--- src/rtl/core/apg_pkg.sv ---
`timescale 1ns / 1ps
package apg_pkg;

    // coordinate format
    localparam int CW  = 32;          // coordinate width
    localparam int FB  = 8;           // fraction bits
    localparam int TB  = 16;          // trig fraction bits
    localparam int DW  = 16;          // distance register width
    localparam int FRW = 12;          // fill ratio width

    // direction path
    localparam int MW  = CW + 1;      // |tip - from|
    localparam int PSW = $clog2(MW);  // leading one position
    localparam int NW  = 31;          // normalised magnitude, top bit at NW-1
    localparam int SW  = 2 * NW + 1;  // sum of squares
    localparam int RW  = 64;          // square root working width
    localparam int LW  = 32;          // root width
    localparam int QW  = TB + 1;      // trig magnitude
    localparam int QSW = QW + 1;      // signed trig
    localparam int NUW = NW + TB + 1; // divider numerator
    localparam int RMW = NUW + 1;     // divider remainder

    // head geometry
    localparam int PRW = DW * 2;      // line_width * length
    localparam int LFW = DW + FRW;    // length * fill ratio
    localparam int VW  = LFW - FB;    // widest distance operand
    localparam int BKW = DW + 1;      // backup
    localparam int MPW = VW + QW;     // distance * trig
    localparam int RDW = MPW - TB;    // rounded product magnitude
    localparam int SGW = RDW + 1;     // rounded product, signed
    localparam int EW  = CW + 2;      // sums before clamping

    // divide by ten: ceil(2^23 / 10), exact below 2^22
    localparam int              D10_SH  = 23;
    localparam logic [VW-1:0]   D10_MUL = VW'(838861);

    // pipeline depths
    localparam int NORM_LAT = 5;
    localparam int SQRT_LAT = LW;
    localparam int DIV_LAT  = QW;
    localparam int TRIG_LAT = SQRT_LAT + DIV_LAT + 1;
    localparam int GEOM_LAT = 4;
    localparam int SIDE_LAT = NORM_LAT + TRIG_LAT;
    localparam int PIPE_LAT = SIDE_LAT + GEOM_LAT;

    // register map
    localparam int IXW = 3;
    localparam logic [IXW-1:0] REG_ENABLED   = 3'd0;
    localparam logic [IXW-1:0] REG_LINE_W    = 3'd1;
    localparam logic [IXW-1:0] REG_ARROW_LEN = 3'd2;
    localparam logic [IXW-1:0] REG_ARROW_W   = 3'd3;
    localparam logic [IXW-1:0] REG_FILL      = 3'd4;
    localparam logic [IXW-1:0] REG_CAP       = 3'd5;

    typedef struct packed {
        logic signed [CW-1:0] tip_x;
        logic signed [CW-1:0] tip_y;
        logic signed [CW-1:0] from_x;
        logic signed [CW-1:0] from_y;
        logic                 pull_back;
    } t_in;

    typedef struct packed {
        logic signed [CW-1:0] base_x;
        logic signed [CW-1:0] base_y;
        logic                 base_valid;
        logic signed [CW-1:0] left_x;
        logic signed [CW-1:0] left_y;
        logic signed [CW-1:0] right_x;
        logic signed [CW-1:0] right_y;
        logic signed [CW-1:0] line_end_x;
        logic signed [CW-1:0] line_end_y;
        logic                 saturated;
    } t_out;

    typedef struct packed {
        logic           enabled;
        logic [DW-1:0]  line_width;
        logic [DW-1:0]  arrow_length;
        logic [DW-1:0]  arrow_width;
        logic [FRW-1:0] fill_ratio;
        logic           cap_projecting;
    } t_cfg;

    typedef struct packed {
        logic [DW-1:0]  len;
        logic [DW-1:0]  w;
        logic [VW-1:0]  flen;
        logic [BKW-1:0] backup;
        logic           has_base;
    } t_dist;

    typedef struct packed {
        logic signed [CW-1:0] tip_x;
        logic signed [CW-1:0] tip_y;
        logic                 pull;
    } t_side;

    typedef struct packed {
        logic [NW-1:0] nx;
        logic [NW-1:0] ny;
        logic [SW-1:0] sum;
        logic          neg_x;
        logic          neg_y;
        logic          zero;
    } t_norm;

    typedef struct packed {
        logic [RW-1:0] rem;
        logic [RW-1:0] root;
    } t_sq;

    typedef struct packed {
        logic [RMW-1:0] rx;
        logic [RMW-1:0] ry;
        logic [QW-1:0]  qx;
        logic [QW-1:0]  qy;
    } t_dv;

    typedef struct packed {
        logic signed [QSW-1:0] c;
        logic signed [QSW-1:0] s;
    } t_trig;

endpackage

--- src/rtl/core/apg_cfg.sv ---
`timescale 1ns / 1ps
// Free-running derivation of head distances from the registers.
module apg_cfg (
    input  logic          i_clk,
    input  apg_pkg::t_cfg i_cfg,
    output apg_pkg::t_dist o_dist
);
    import apg_pkg::*;

    localparam int QN = DW;

    logic [DW-1:0]  r_w;
    logic [PRW-1:0] r_prod;
    logic [PRW-1:0] r_rem [0:QN-1];
    logic [QN-1:0]  r_q   [0:QN-1];
    logic [DW-1:0]  r_mins;
    logic [VW-1:0]  r_x11;
    logic [DW-1:0]  r_mins2;
    logic [2*VW-1:0] r_mul;
    logic [DW-1:0]  r_mins3;
    t_dist          r_dist;

    logic [DW-1:0]  n_w;
    logic [LFW-1:0] n_lenfr;
    logic [VW-1:0]  n_flen;
    logic [BKW-1:0] n_backup;
    logic           n_has_base;

    function automatic logic [PRW+QN-1:0] f_step(logic [PRW-1:0] rem, logic [QN-1:0] q,
                                                  logic [DW-1:0] d, int j);
        logic [PRW-1:0] dd;
        dd = PRW'(d) << (QN - 1 - j);
        if (rem >= dd) begin
            return {rem - dd, q | (QN'(1) << (QN - 1 - j))};
        end
        return {rem, q};
    endfunction

    assign n_w = (i_cfg.arrow_width < i_cfg.line_width) ? i_cfg.line_width : i_cfg.arrow_width;

    always_ff @(posedge i_clk) begin
        r_w    <= n_w;
        r_prod <= i_cfg.line_width * i_cfg.arrow_length;
        {r_rem[0], r_q[0]} <= f_step(r_prod, '0, r_w, 0);
    end

    for (genvar j = 1; j < QN; j++) begin : g_div
        always_ff @(posedge i_clk) begin
            {r_rem[j], r_q[j]} <= f_step(r_rem[j-1], r_q[j-1], r_w, j);
        end
    end

    always_ff @(posedge i_clk) begin
        r_mins  <= (r_w == '0) ? '0 : r_q[QN-1];
        r_x11   <= VW'(r_mins) * VW'(11);
        r_mins2 <= r_mins;
        r_mul   <= r_x11 * D10_MUL;
        r_mins3 <= r_mins2;
        r_dist  <= {i_cfg.arrow_length, r_w, n_flen, n_backup, n_has_base};
    end

    always_comb begin
        n_lenfr    = i_cfg.arrow_length * i_cfg.fill_ratio;
        n_has_base = (i_cfg.fill_ratio != '0) && (i_cfg.arrow_length != '0);
        if ((i_cfg.fill_ratio != '0) && (n_lenfr < (LFW'(r_mins3) << FB))) begin
            n_flen = VW'(r_mul[2*VW-1:D10_SH]);
        end else begin
            n_flen = n_lenfr[FB +: VW];
        end
        n_backup = '0;
        if (i_cfg.line_width > DW'(1 << FB)) begin
            if (i_cfg.cap_projecting) begin
                n_backup = BKW'(i_cfg.line_width >> 1);
            end
            if (n_has_base && (r_w != '0)) begin
                n_backup = n_backup + BKW'(r_mins3 >> 1);
            end
        end
    end

    assign o_dist = r_dist;

endmodule

--- config.mk ---
export PLATFORM = sky130hd
export DESIGN_NAME = apg_cfg
export DESIGN_NICKNAME = d
export VERILOG_FILES = /design/src/rtl/core/apg_pkg.sv /design/src/rtl/core/apg_cfg.sv
export SDC_FILE = /design/constraint.sdc
export NUM_CORES = 2
export LEC_CHECK = 0
export BUFFER_PORTS_ARGS = -buffer_cell sky130_fd_sc_hd__buf_2
export CORE_ASPECT_RATIO = 2
export CORE_MARGIN = 2
export CORE_UTILIZATION = 35
export DETAILED_ROUTE_END_ITERATION = 16
export PLACE_DENSITY = 0.53
export SYNTH_ARGS = -nofsm -noshare
export SYNTH_HDL_FRONTEND = slang
export SYNTH_SLANG_ARGS = --single-unit
--- constraint.sdc ---
create_clock -name i_clk -period 24.2 [get_ports i_clk]
set_input_delay 7.26 -clock i_clk [delete_from_list [all_inputs] [get_ports i_clk]]
set_output_delay 7.26 -clock i_clk [all_outputs]
set_load 0.01 [all_outputs]
==> out/metrics.yaml <==
synthTopCellsByArea: "dfxtp_1, fa_1, ha_1"
place.gp.congestion: 0.9088
max_freq_mhz: 67.75
skew_ps: 39.94
synth.most_common_cell: "inv_1"
hold_buffers: 0
grt_max_degree: 49
track_usage_pct: 19.11
drive_gt1_share_pct: 6.800
reg2regPathDepth: 21
cts_buffers: 77
finalSetupTns_ps: 0
fin_crit_ps: 14760
worstHoldPathType: "flop to flop"
ctsResizeCount: 0
grt_pass1_vias: 46844
synth_edf_count: 0
drt_iter0_drc: 1549
die_w_um: 291.9
drv_cap: 0
worstSkewPairLatency_ps: 670
rsz0062_at_grt: "false"
hpwl_um: 129500
timing.rr.start: "r_x11[11]"
netlist_area_um2: 58020
avgRoutedWirePerCell_um: 18.88
final_nets: 7562
portBuffers: 130
start_util_pct: 35.16
vias: 43122
cpMostUsedCell: "fa_1"
antenna_found_initial: 18
htree_num_levels: 3
root_buffer: "clkbuf_16"
crit_end: "o_dist[27]"
ant_nets: 0
hold_viol: 0
cpPeakStageDelay_ps: 570
ys_ff_latch: 817
maxSlewHeadroom_pct: 16.05
clock_path_buffers: 3
yosys.area.top_type: "dfxtp_1"
rows: 211
status: "finished clean"
clkTransAtPathRegs_ps: 60
finalSetupViolations: 0
area_delta_synth_final_pct: 9.743
yosysWarnings: 0
cts_setup_buffers: 0
crit_type: "input pin to flop"
cp.depth: 28
crit_path_end_kind: "flop"
slowest_stage: "buf_2"
drcViolationCount: 0
synthFlopType: "dfxtp_1"
fin_crit_sh_pct: 60.99
clock_sinks: 817
cp_data_arrival_time_ps: 15290
ys_async_sr_fraction_pct: 0
cts_tree: "done"
synthCells: 6212
cp_top_family: "adder cells"
ys_seq_area_share_pct: 28.19
drt-pass1-iter-count: 5
grt_pass1_wl_um: 250900
slew_violations: 0
r2r-end: "r_mul[39]"
yosys.area.top_type_share_pct: 28.19
dieArea_um2: 169200
required_ps: 24730
gr-total-overflow: 0
dieHeight_um: 579.8
path_max_fanout: 30
core_um2: 165000
finalWirelength_um: 160200
crit_buf_inv: 4
synthDistinctLibCells: 98
startpoint: "i_cfg[34]"
worstMarginPinSlew_ps: 1259
synth_nets: 7479
synth.top_cells.by_count: "inv_1, dfxtp_1, ha_1"
startpoint_type: "input pin"
vias_per_cell: 5.081
syn_area_per_cell_um2: 9.340
ios: 133
fillers: 16448
ff2ff_setup_slack_ps: 16630
## cell type report
class                           count  area, um^2  area share (%)
Multi-Input combinational cell   4330       37660           59.15
Sequential cell                   817       16360           25.69
Inverter                          893        3352           5.264
Tap cell                         2130        2665           4.185
Clock buffer                       92        2076           3.260
Timing Repair Buffer              176       996.0           1.564
Clock inverter                     45       555.5          0.8725
Antenna cell                        4       10.01         0.01572
## layer usage
layer  vias to the layer above  GRT usage (%)  wire length, um
li1                      20732              -                -
met1                     21136          18.03            55240
met2                       830          38.38            88880
met3                       412          2.198             4930
met4                        12          11.73            11090
met5                         -              0               72
## worst min path at each step
stage	startpoint	to	slack (ps)	cells past startpoint
final	r_mins2[2]	r_mins3[2]	320	0
after global routing	r_q[158]	r_q[142]	300	0
after CTS	r_q[141]	r_q[125]	300	0
after detailed placement	r_mins2[14]	r_mins3[14]	310	0
after global placement	r_q[62]	r_q[46]	310	0
after floorplan	r_mins2[10]	r_mins3[10]	310	0
## worst reg2reg max path, delay by kind of cell (launching register included)
kind / cells / cell delay [ps]
AO/OA/AOI/OAI: 4 / 1430
buffers and inverters: 4 / 480
flip-flops: 1 / 660
XOR/XNOR: 1 / 150
AND/OR/NAND/NOR: 4 / 1290
adder cells (fa/ha/maj): 8 / 3490
## stage by stage
step	std cells	setup slack (ps)	utilization, %	area, um^2	hold WS [ps]
floorplan	6212	10020	-	58020	309.6
global placement	8346	8722	36.99	61030	309.9
detailed placement	8346	8614	36.99	61030	312.1
CTS	8483	9297	38.58	63660	296.4
global route	8484	8917	38.59	63670	304.9
finish	8487	9440	38.59	63670	317.3
## state kept, by name, summed over array words and instances, names as in the netlist
signal,cells
o_dist,69
r_q,136
r_mins3,16
r_mul,17
r_mins,16
r_rem,480
r_w,16
r_prod,32
r_x11,19
r_mins2,16
## cell families after synthesis
| group | share of synthesized area [%] |
|---|---|
| other | 0.006463 |
| adders and majority gates | 32.45 |
| muxes | 1.574 |
| buffers and inverters | 6.970 |
| DFF | 28.19 |
| AOI/OAI and AO/OA | 10.81 |
| xor gates and xnor gates | 5.658 |
| and+or+nand+nor | 14.35 |
## placed cells by master, fill, tap and decap left out, drive strengths merged, types with 20 or more instances in the layout
cell    instances
inv           904
dfxtp         817
ha            703
nand2         577
fa            501
a21oi         347
nor2          303
xnor2         217
o21ai         204
and2          189
buf           176
xor2          157
nor3          118
a21o          115
clkbuf         92
nand3          87
nand2b         73
nor4           69
mux2           66
nor2b          45
or3            43
nand4          42
o21a           39
o31ai          37
and3           32
a31oi          31
o211ai         29
a21boi         27
o21bai         24
a211oi         24
clkinv         22
a311o          20
or2            20
Power is left out: the tool's default activity adds up to more than one toggle a clock period on the data nets, which glitch-free logic cannot reach.
